--- src/psf_pkg.sv ---
// ============================================================================
// psf_pkg
// Shared types and constants for the planar span fill block.
// ============================================================================
package psf_pkg;

    localparam int MAX_GROUPS = 20;
    localparam int GW         = 5;
    localparam int ADDR_W     = 22;
    localparam int BASE_W     = 21;
    localparam int Q_DEPTH    = 2;

    localparam logic REG_SCREEN_BASE = 1'b0;

    typedef struct packed {
        logic [ADDR_W-1:0] row_addr;
        logic [3:0]        x_lo;
        logic [3:0]        last_lo;
        logic [GW-1:0]     g_first;
        logic [GW-1:0]     g_last;
        logic [3:0]        color;
        logic              fin;
    } t_span;

endpackage

--- src/psf_front.sv ---
// ============================================================================
// psf_front
// Classifies an incoming span: drops empty, off-screen or clipped-out ones,
// clips at row end and computes row address and first/last word group.
// ============================================================================
module psf_front
    import psf_pkg::*;
#(
    parameter int ROW_WORDS   = 80,
    parameter int SCREEN_ROWS = 200
) (
    input  logic [7:0]        i_row,
    input  logic [8:0]        i_x_start,
    input  logic [8:0]        i_width,
    input  logic [3:0]        i_color,
    input  logic              i_final_row,
    input  logic [BASE_W-1:0] i_screen_base,
    output logic              o_keep,
    output t_span             o_span
);

    localparam int RAW_GROUPS = ROW_WORDS / 4;
    localparam int GROUPS     = (RAW_GROUPS > MAX_GROUPS) ? MAX_GROUPS : RAW_GROUPS;
    localparam logic [9:0] ROW_PIX = 10'(GROUPS * 16);

    logic [9:0]  w_sum;
    logic [9:0]  w_end;
    logic [9:0]  w_end_m1;
    logic [15:0] w_prod;

    always_comb begin
        w_sum    = 10'(i_x_start) + 10'(i_width);
        w_end    = (w_sum > ROW_PIX) ? ROW_PIX : w_sum;
        w_end_m1 = w_end - 10'd1;
        w_prod   = 16'(ROW_WORDS) * 16'(i_row);

        o_keep = (32'(i_row) < SCREEN_ROWS) && (i_width != 9'd0)
                 && (10'(i_x_start) < ROW_PIX);

        o_span.row_addr = ADDR_W'(i_screen_base) + ADDR_W'(w_prod);
        o_span.x_lo     = i_x_start[3:0];
        o_span.last_lo  = w_end_m1[3:0];
        o_span.g_first  = i_x_start[8:4];
        o_span.g_last   = w_end_m1[8:4];
        o_span.color    = i_color;
        o_span.fin      = i_final_row;
    end

endmodule

--- src/psf_queue.sv ---
// ============================================================================
// psf_queue
// Short span queue between classifier and write generator.
// ============================================================================
module psf_queue
    import psf_pkg::*;
(
    input  logic  i_clk,
    input  logic  i_rst_n,
    input  logic  i_push,
    input  t_span i_span,
    input  logic  i_pop,
    output logic  o_full,
    output logic  o_vld,
    output t_span o_span
);

    localparam int PW = $clog2(Q_DEPTH);

    t_span             r_mem [Q_DEPTH];
    logic [PW-1:0]     r_wp;
    logic [PW-1:0]     r_rp;
    logic [PW:0]       r_cnt;
    logic [PW-1:0]     n_wp;
    logic [PW-1:0]     n_rp;
    logic [PW:0]       n_cnt;

    assign o_full = (r_cnt == (PW+1)'(Q_DEPTH));
    assign o_vld  = (r_cnt != '0);
    assign o_span = r_mem[r_rp];

    always_comb begin
        n_wp  = r_wp;
        n_rp  = r_rp;
        n_cnt = r_cnt;
        if (i_push) begin
            n_wp = (32'(r_wp) == Q_DEPTH - 1) ? '0 : r_wp + PW'(1);
        end
        if (i_pop) begin
            n_rp = (32'(r_rp) == Q_DEPTH - 1) ? '0 : r_rp + PW'(1);
        end
        if (i_push && !i_pop) begin
            n_cnt = r_cnt + (PW+1)'(1);
        end else if (!i_push && i_pop) begin
            n_cnt = r_cnt - (PW+1)'(1);
        end
    end

    always_ff @(posedge i_clk) begin
        if (!i_rst_n) begin
            r_wp  <= '0;
            r_rp  <= '0;
            r_cnt <= '0;
        end else begin
            r_wp  <= n_wp;
            r_rp  <= n_rp;
            r_cnt <= n_cnt;
        end
    end

    always_ff @(posedge i_clk) begin
        if (i_push) begin
            r_mem[r_wp] <= i_span;
        end
    end

    a_no_overflow: assert property (@(posedge i_clk) disable iff (!i_rst_n)
        r_cnt <= (PW+1)'(Q_DEPTH))
        else $error("span queue count beyond depth");

    a_no_push_full: assert property (@(posedge i_clk) disable iff (!i_rst_n)
        o_full |-> !i_push)
        else $error("push into full span queue");

    a_no_pop_empty: assert property (@(posedge i_clk) disable iff (!i_rst_n)
        i_pop |-> o_vld)
        else $error("pop from empty span queue");

endmodule

--- src/psf_back.sv ---
// ============================================================================
// psf_back
// Walks the word groups of one span, one masked write per cycle.
// ============================================================================
module psf_back
    import psf_pkg::*;
(
    input  logic              i_clk,
    input  logic              i_rst_n,
    input  logic              i_q_vld,
    input  t_span             i_span,
    output logic              o_pop,
    output logic              o_strobe,
    output logic [ADDR_W-1:0] o_word_address,
    output logic [15:0]       o_write_mask,
    output logic [15:0]       o_plane0_word,
    output logic [15:0]       o_plane1_word,
    output logic [15:0]       o_plane2_word,
    output logic [15:0]       o_plane3_word,
    output logic              o_row_end,
    output logic              o_rect_end
);

    logic          r_active;
    t_span         r_span;
    logic [GW-1:0] r_g;
    logic          w_last;
    logic [3:0]    w_lo;
    logic [4:0]    w_hi;
    logic          r_strobe;

    assign w_last = (r_g == r_span.g_last);
    assign o_pop  = i_q_vld && (!r_active || w_last);
    assign w_lo   = (r_g == r_span.g_first) ? r_span.x_lo : 4'd0;
    assign w_hi   = w_last ? (5'(r_span.last_lo) + 5'd1) : 5'd16;

    always_ff @(posedge i_clk) begin
        if (!i_rst_n) begin
            r_active <= 1'b0;
            r_strobe <= 1'b0;
        end else begin
            r_strobe <= r_active;
            if (r_active && !w_last) begin
                r_g <= r_g + GW'(1);
            end else if (i_q_vld) begin
                r_active <= 1'b1;
                r_span   <= i_span;
                r_g      <= i_span.g_first;
            end else begin
                r_active <= 1'b0;
            end
        end
    end

    always_ff @(posedge i_clk) begin
        o_word_address <= r_span.row_addr + ADDR_W'({r_g, 2'b00});
        o_write_mask   <= (16'hFFFF >> w_lo) & ~(16'hFFFF >> w_hi);
        o_plane0_word  <= {16{r_span.color[0]}};
        o_plane1_word  <= {16{r_span.color[1]}};
        o_plane2_word  <= {16{r_span.color[2]}};
        o_plane3_word  <= {16{r_span.color[3]}};
        o_row_end      <= w_last;
        o_rect_end     <= w_last && r_span.fin;
    end

    assign o_strobe = r_strobe;

    a_rect_in_row: assert property (@(posedge i_clk) disable iff (!i_rst_n)
        o_strobe && o_rect_end |-> o_row_end)
        else $error("rect end without row end");

    a_strobe_src: assert property (@(posedge i_clk) disable iff (!i_rst_n)
        o_strobe |-> $past(r_active))
        else $error("write without active span");

    a_group_order: assert property (@(posedge i_clk) disable iff (!i_rst_n)
        r_active |-> r_g <= r_span.g_last)
        else $error("group walk passed last group");

endmodule

--- src/planar_span_fill.sv ---
// ============================================================================
// planar_span_fill
// Row span fill for a 4-bitplane word-interleaved screen: one masked
// write per 16-pixel group touched by the span.
// ============================================================================
//  channel   | handshake                        | payload
//  ----------+----------------------------------+------------------------------
//  span in   | start / busy                     | i_row i_x_start i_width ...
//  write out | o_strobe (one cycle, no stall)   | o_word_address o_write_mask..
//  config    | psel penable pwrite pready       | paddr pwdata prdata
//
//  A span of N groups yields N writes, one per cycle; the first reaches the ports
//  through the span queue, the group walker and the output registers. The group walker
//  sets the rate, and a queued span starts the cycle after the previous one's last group.
//  Empty, clipped-out or off-screen spans produce no transaction.
//  busy is high while the span queue is full.
//  Synchronous active-low reset empties the queue and clears screen_base.
// ============================================================================
module planar_span_fill
    import psf_pkg::*;
#(
    parameter int ROW_WORDS   = 80,
    parameter int SCREEN_ROWS = 200
) (
    input  logic              i_clk,
    input  logic              i_rst_n,
    input  logic              start,
    output logic              busy,
    input  logic [7:0]        i_row,
    input  logic [8:0]        i_x_start,
    input  logic [8:0]        i_width,
    input  logic [3:0]        i_color,
    input  logic              i_final_row,
    output logic              o_strobe,
    output logic [ADDR_W-1:0] o_word_address,
    output logic [15:0]       o_write_mask,
    output logic [15:0]       o_plane0_word,
    output logic [15:0]       o_plane1_word,
    output logic [15:0]       o_plane2_word,
    output logic [15:0]       o_plane3_word,
    output logic              o_row_end,
    output logic              o_rect_end,
    input  logic              psel,
    input  logic              penable,
    input  logic              pwrite,
    input  logic [2:0]        paddr,
    input  logic [31:0]       pwdata,
    output logic [31:0]       prdata,
    output logic              pready
);

    logic [BASE_W-1:0] r_screen_base;
    logic              w_keep;
    t_span             w_span;
    logic              w_full;
    logic              w_q_vld;
    t_span             w_q_span;
    logic              w_pop;
    logic              w_accept;

    assign pready   = 1'b1;
    assign busy     = w_full;
    assign w_accept = start && !w_full;
    assign prdata   = (paddr[2] == REG_SCREEN_BASE) ? 32'(r_screen_base) : 32'd0;

    always_ff @(posedge i_clk) begin
        if (!i_rst_n) begin
            r_screen_base <= '0;
        end else if (psel && penable && pwrite && (paddr[2] == REG_SCREEN_BASE)) begin
            r_screen_base <= pwdata[BASE_W-1:0];
        end
    end

    psf_front #(
        .ROW_WORDS   (ROW_WORDS),
        .SCREEN_ROWS (SCREEN_ROWS)
    ) u_front (
        .i_row         (i_row),
        .i_x_start     (i_x_start),
        .i_width       (i_width),
        .i_color       (i_color),
        .i_final_row   (i_final_row),
        .i_screen_base (r_screen_base),
        .o_keep        (w_keep),
        .o_span        (w_span)
    );

    psf_queue u_queue (
        .i_clk   (i_clk),
        .i_rst_n (i_rst_n),
        .i_push  (w_accept && w_keep),
        .i_span  (w_span),
        .i_pop   (w_pop),
        .o_full  (w_full),
        .o_vld   (w_q_vld),
        .o_span  (w_q_span)
    );

    psf_back u_back (
        .i_clk          (i_clk),
        .i_rst_n        (i_rst_n),
        .i_q_vld        (w_q_vld),
        .i_span         (w_q_span),
        .o_pop          (w_pop),
        .o_strobe       (o_strobe),
        .o_word_address (o_word_address),
        .o_write_mask   (o_write_mask),
        .o_plane0_word  (o_plane0_word),
        .o_plane1_word  (o_plane1_word),
        .o_plane2_word  (o_plane2_word),
        .o_plane3_word  (o_plane3_word),
        .o_row_end      (o_row_end),
        .o_rect_end     (o_rect_end)
    );

endmodule
--- config.mk ---
export PLATFORM = sky130hd
export DESIGN_NAME = planar_span_fill
export DESIGN_NICKNAME = d
export VERILOG_FILES = /design/src/psf_pkg.sv /design/src/psf_front.sv /design/src/psf_queue.sv /design/src/psf_back.sv /design/src/planar_span_fill.sv
export SDC_FILE = /design/constraint.sdc
export NUM_CORES = 1
export LEC_CHECK = 0
export BUFFER_PORTS_ARGS = -buffer_cell sky130_fd_sc_hd__buf_4
export CAP_MARGIN = 0
export CORE_ASPECT_RATIO = 0.7
export CORE_UTILIZATION = 50
export DETAILED_ROUTE_END_ITERATION = 8
export PLACE_DENSITY = 0.74
export REMOVE_ABC_BUFFERS = 1
export SLEW_MARGIN = 20
export SYNTH_ARGS = -nofsm -noshare
export SYNTH_HDL_FRONTEND = slang
export SYNTH_SLANG_ARGS = --single-unit
--- constraint.sdc ---
create_clock -name i_clk -period 10 [get_ports i_clk]
set_input_delay 2.5 -clock i_clk [delete_from_list [all_inputs] [get_ports i_clk]]
set_output_delay 2.5 -clock i_clk [all_outputs]
set_load 0.005 [all_outputs]
# Word level (Yosys, flattened, before mapping)
# Memory sizes are Yosys's and may differ from the RTL's. A register that Yosys moved wholly into a read port is not among the register bits.
# Index checks and enable logic that the tools add are counted.
[op_classes]
add_sub_neg = 10
mul = 1
magnitude_cmp = 3
eq_ne = 3
shift = 2
n_mux = 15
bitwise = 4
reduce_logical = 24
[op_table]
columns = ["cell", "count"]
rows = [
  ["21-bit by 15-bit adder with 22-bit output", 1],
  ["22-bit by 7-bit adder with 22-bit output", 1],
  ["21-bit 2-to-1 mux", 1],
  ["16-bit AND", 1],
  ["16-bit NOT", 1],
  ["16-bit by 4-bit right shift with 16-bit output (first input constant)", 1],
  ["16-bit by 5-bit right shift with 16-bit output (first input constant)", 1],
  ["5-bit 2-to-1 mux", 3],
  ["1-bit logical AND", 12],
  ["3-bit by 8-bit multiplier with 11-bit output (first input constant)", 1],
  ["9-bit by 9-bit adder with 10-bit output", 1],
  ["5-bit equality test", 2],
  ["10-bit by 9-bit greater-than comparator with 1-bit output (second input constant)", 1],
  ["9-bit less-than comparator (second input constant)", 1],
  ["9-bit 2-to-1 mux", 1],
  ["9-bit nonzero test", 1],
  ["9-bit by 1-bit subtractor with 9-bit output (second input constant)", 1],
  ["8-bit less-than comparator (second input constant)", 1],
  ["1-bit 2-to-1 mux", 7],
  ["2-bit nonzero test", 3],
  ["4-bit by 1-bit adder with 5-bit output (second input constant)", 1],
  ["5-bit by 1-bit adder with 5-bit output (second input constant)", 1],
  ["1-bit zero test", 5],
  ["2-bit 2-to-1 mux", 2],
  ["9 further kinds", 11],
]
[word_totals]
register_bits = 121
ram_bits = 90
out_inout_bits = 139
wordCells = 85
n_memories = 1
[mem_list]
columns = ["memory", "depth", "word_bits", "read_ports", "rd_ports_with_merged_regs", "wr", "line", "rtl"]
rows = [
  ["u_queue.r_mem", 2, 45, 1, 1, 1, "psf_queue.sv:20", "t_span r_mem [Q_DEPTH];"],
]

# Logic depth before layout (Yosys ltp)
[depth]
ltp_word = 8
depth_mapped = 16
ltp_nobuf = 16

# Cells and area by module
# A second synthesis with hierarchy kept.
[hier_totals]
hier_cells = 870
hier_area_um2 = 10548.9
[by_module_without_submodules]
columns = ["mod", "instances", "cells_each", "area_per_inst_um2"]
rows = [
  ["psf_back", 1, 338, 4184.0],
  ["psf_queue", 1, 162, 3480.8],
  ["psf_front", 1, 238, 1767.9],
  ["planar_span_fill", 1, 132, 1116.1],
]

# Worst setup path after synthesis
# No wires, ideal clock.
[synth_timing]
kind = "input to register"
from = "input port i_row[5]"
to = "memory u_queue.r_mem[0][0] in the netlist's numbering, enable pin"
setup_time_ps = 453
t_arrival_ps = 5275
t_required_ps = 9547
setup_slack_ps = 4272
path_stages = 4
cell_sequence = "o311ai_0 > nand4b_1 > a31oi_1 > nor2b_1"
[synth_between]
elab_chain_len = 6
[synth_lines]
columns = ["element", "line", "rtl"]
rows = [
  ["from (decl)", "planar_span_fill.sv:29", "input logic [7:0] i_row,"],
  ["8-bit less-than comparator", "psf_front.sv:37", "o_keep = (32'(i_row) < SCREEN_ROWS) && (i_width != 9'd0)"],
  ["1-bit logical AND", "psf_front.sv:37", ""],
  ["1-bit logical AND", "psf_front.sv:38", "&& (10'(i_x_start) < ROW_PIX);"],
  ["1-bit logical AND", "planar_span_fill.sv:91", ".i_push (w_accept && w_keep),"],
  ["via u_queue.i_push", "psf_queue.sv:10", "input logic i_push,"],
  ["1-bit 2-to-1 mux", "psf_queue.sv:62", "if (i_push) begin"],
  ["1-bit 2-to-1 mux (not written as such)", "psf_queue.sv:63", "r_mem[r_wp] <= i_span;"],
  ["to (decl)", "psf_queue.sv:20", ""],
]
# The timed path passes the listed nets, and every way through them passes these cells.

==> flow_metrics.env <==
export IMPL_path_delay_family="compound AO/OA/AOI/OAI gates"
export IMPL_clockBufferDepth=3
export IMPL_final_util=0.617
export IMPL_drt_vias_per_instance=5.19
export IMPL_hp_start="u_back.r_span[4]"
export IMPL_synthDistinctLibCells=68
export IMPL_synth_yosys_seq_area_share=0.562
export IMPL_die_h_um=121
export IMPL_intPower_w=0.00191
export IMPL_coreArea_um2=19300
export IMPL_wire_per_inst_um=15.7
export IMPL_grt_total_usage=0.187
export IMPL_ys_ff_latch=212
export IMPL_tritoncts="done"
export IMPL_first_pass_iters=6
export IMPL_syn2layout_area_growth_pct=18.4
export IMPL_critPathLaunch="i_x_start[0]"
export IMPL_initial_core_util=0.521
export IMPL_powerDensity_nw_per_um2=223
export IMPL_finalNonFillerCells=1248
export IMPL_clkPwrFrac=0.286
export IMPL_antenna_found_initial=0
export IMPL_dp_slack_ns=3.83
export IMPL_netlist_area_um2=10100
export IMPL_synth_flop_cell="edfxtp_1"
export IMPL_drive_gt1_frac=0.287
export IMPL_finalCritPeriodShare=0.573
export IMPL_grt_pass1_wl_mm=30.0
export IMPL_crit_slowest_cell="nor4_2"
export IMPL_post_cts_buffers=0
export IMPL_htree_levels=1
export IMPL_worst_slack_ns=4.27
export IMPL_holdPathEnd="u_back.o_plane3_word[0]"
export IMPL_drc=0
export IMPL_path_max_fanout=5
export IMPL_crit_chain="buf_4 -> ha_1 -> inv_1 -> fa_1 -> nor2b_1 -> o31a_1 -> xor2_1 -> nor4_2 -> o21ai_2 -> a21oi_1 -> nand2_1 -> ha_1 -> inv_1 -> nor2_1 -> a32o_1 -> a31o_1 -> o22ai_1"
export IMPL_die_x_um=171
export IMPL_slew_violations=0
export IMPL_whs_path_depth=0
export IMPL_crit_required_ns=10.30
export IMPL_p_comb_frac=0.256
export IMPL_antenna_cells=0
export IMPL_dp_cells=1210
export IMPL_place_gp_congestion=0.857
export IMPL_cts_resized=0
export IMPL_die_area_um2=20700
export IMPL_grt_max_degree=46
export IMPL_cp_arrival_ns=6.03
export IMPL_max_freq_ghz=0.174
export IMPL_clock_sinks=212
export IMPL_cts_hold_buffers_added=0
export IMPL_hold_violations=0
export IMPL_clock_skew_ns=0.0127
export IMPL_cts_buffers_inserted=21
export IMPL_status="finished, final reports clean"
export IMPL_gr_total_overflow=0
export IMPL_port_buffers=185
export IMPL_crit_buf_inv=3
export IMPL_maxSlewHeadroom=0.286
export IMPL_r2r_setup_slack_ns=7.24
export IMPL_cp_start_kind="input port"
export IMPL_fillerInstances=1522
export IMPL_switching_power_w=0.000746
export IMPL_clkLatencyLatePin_ns=0.49
export IMPL_hpwl_mm=14.1
export IMPL_finalPower_w=0.00266
export IMPL_holdCritPathClass="reg2reg"
export IMPL_final_setup_tns_ns=0
export IMPL_yosys_warnings=0
export IMPL_io_pins=211
export IMPL_drt_wl_total_mm=19.5
export IMPL_rsz0062_at_grt="false"
export IMPL_p_leak_nw=4.68
export IMPL_rows=42
export IMPL_grt_pass1_vias=5714
export IMPL_tightest_slew_ns=1.07
export IMPL_syn_inst=844
export IMPL_drv_cap=0
export IMPL_seq_power_share=0.458
export IMPL_crit_path_end_kind="flip-flop"
export IMPL_nets=1086
export IMPL_layout_min_cycle_time_ns=5.73
export IMPL_synth_edf_count=140
export IMPL_syn_area_per_cell_um2=11.9
export IMPL_sw_frac_of_total=0.281
export IMPL_clk_pin_slew_ns=0.06
export IMPL_ant_nets=0
export IMPL_clk_root_buffer_cell="clkbuf_16"
export IMPL_via_count=6481
export IMPL_crit_type="in2reg"
export IMPL_rr_worst_depth=7
export IMPL_drt_initial_drc_count=532
export IMPL_vdd_drop_max_mv=0.0993
export IMPL_rr_endpoint="u_back.r_span[21]"
export IMPL_setup_violations_final=0
export IMPL_slowest_delay_ns=0.49
export IMPL_r2r_start="u_back.r_g[4]"
export IMPL_async_flop_share=0
through the flow:
step	hold WS [ns]	cell area (µm²)
3_5_place_dp	0.328	11200
2_1_floorplan	0.323	9460
3_3_place_gp	0.324	11200
6_report	0.340	11900
5_1_grt	0.348	11900
4_1_cts	0.343	11900
placed cells by master, fill, tap and decap left out, types with 4 or more instances in the layout:
cell / count
xnor2_1: 41
or4_1: 4
nand2_1: 68
a21o_1: 10
o21ai_0: 17
a211oi_1: 5
inv_1: 31
a31oi_1: 4
o21a_1: 8
nor2b_1: 25
o21bai_1: 4
buf_4: 189
nor2_1: 32
mux2_2: 50
nand2b_1: 10
nor3_1: 12
fa_1: 4
ha_1: 41
clkbuf_16: 23
a22oi_1: 4
nand3_1: 18
dfxtp_1: 71
edfxtp_1: 140
a21oi_1: 47
clkbuf_1: 5
and3_1: 7
nand4_1: 5
and2_1: 6
conb_1: 12
xor2_1: 19
cell type report:
class,count,area (µm²),share of cell area
sequential,212,5650,0.474
multi-input combinational,514,3710,0.312
timing repair buffer,189,1420,0.119
clock buffer,33,648,0.0545
tap,264,330,0.0278
inverter,31,116,0.00978
clock inverter,5,30.0,0.00252
power by group through the flow:
stage               clock network, W  logic (W)  registers [W]
finish                      0.000760   0.000680        0.00122
global route                0.000812   0.000747        0.00124
CTS                         0.000778   0.000684        0.00122
detailed placement                 0   0.000678        0.00124
global placement                   0   0.000666        0.00123
floorplan                          0   0.000376        0.00124
how the worst max path moves through the flow:
stage                     endpoint  slack (ns)  cells past startpoint
3_3_place_gp   u_queue.r_mem[0][7]        3.99                     17
3_5_place_dp   u_queue.r_mem[1][7]        3.83                     17
2_1_floorplan  u_queue.r_mem[0][0]        4.27                      4
5_1_grt        u_queue.r_mem[1][7]        3.97                     17
6_report       u_queue.r_mem[1][7]        4.27                     17
4_1_cts        u_queue.r_mem[1][7]        4.32                     17
state kept, by name, summed over array words and instances, names as in the netlist, 2 cells and up, named ones only:
signal,cells
r_screen_base,21
u_back.o_word_address,22
u_back.o_write_mask,16
u_back.r_g,5
u_back.r_span,45
u_queue.r_cnt,2
u_queue.r_mem,90
synthesized netlist by cell type (all sizes together) (4+ instances only):
master  instances  area [µm²]
mux2           50         563
xor2           19         166
a22oi           4        30.0
nor2           33         124
nor3           12        60.1
a31oi           4        25.0
a211oi          5        37.5
clkbuf         21        78.8
o21bai          4        30.0
a21oi          47         235
xnor2          42         375
nand2          68         255
nand2b         10        62.6
fa              4        80.1
dfxtp          72        1440
nand4           5        31.3
and2            8        50.1
o21ai          20         104
or4             4        30.0
inv            31         116
a21o           10        75.1
ha             41         513
buf            76         556
edfxtp        140        4200
nand3          18        90.1
nor2b          26         163
and3            7        43.8
o21a            8        60.1
metal layers:
| metal | part of all wire | global-route usage | up-vias |
|---|---|---|---|
| li1 | - | - | 3200 |
| met1 | 0.51 | 0.292 | 3026 |
| met2 | 0.41 | 0.269 | 229 |
| met3 | 0.063 | 0.0318 | 26 |
| met4 | 0.018 | 0.0424 | 0 |
| met5 | 0 | 0 | - |
cells by family after synthesis:
kind of cell,count (synthesis),synth area share
AOI/OAI and AO/OA,135,0.0879
and+or+nand+nor,210,0.105
muxes,51,0.0570
other,2,0.000747
DFF,212,0.562
buffers and inverters,128,0.0747
xor gates and xnor gates,61,0.0539
adders and majority gates,45,0.0590
No activity file was read; power rests on OpenSTA's default activity.
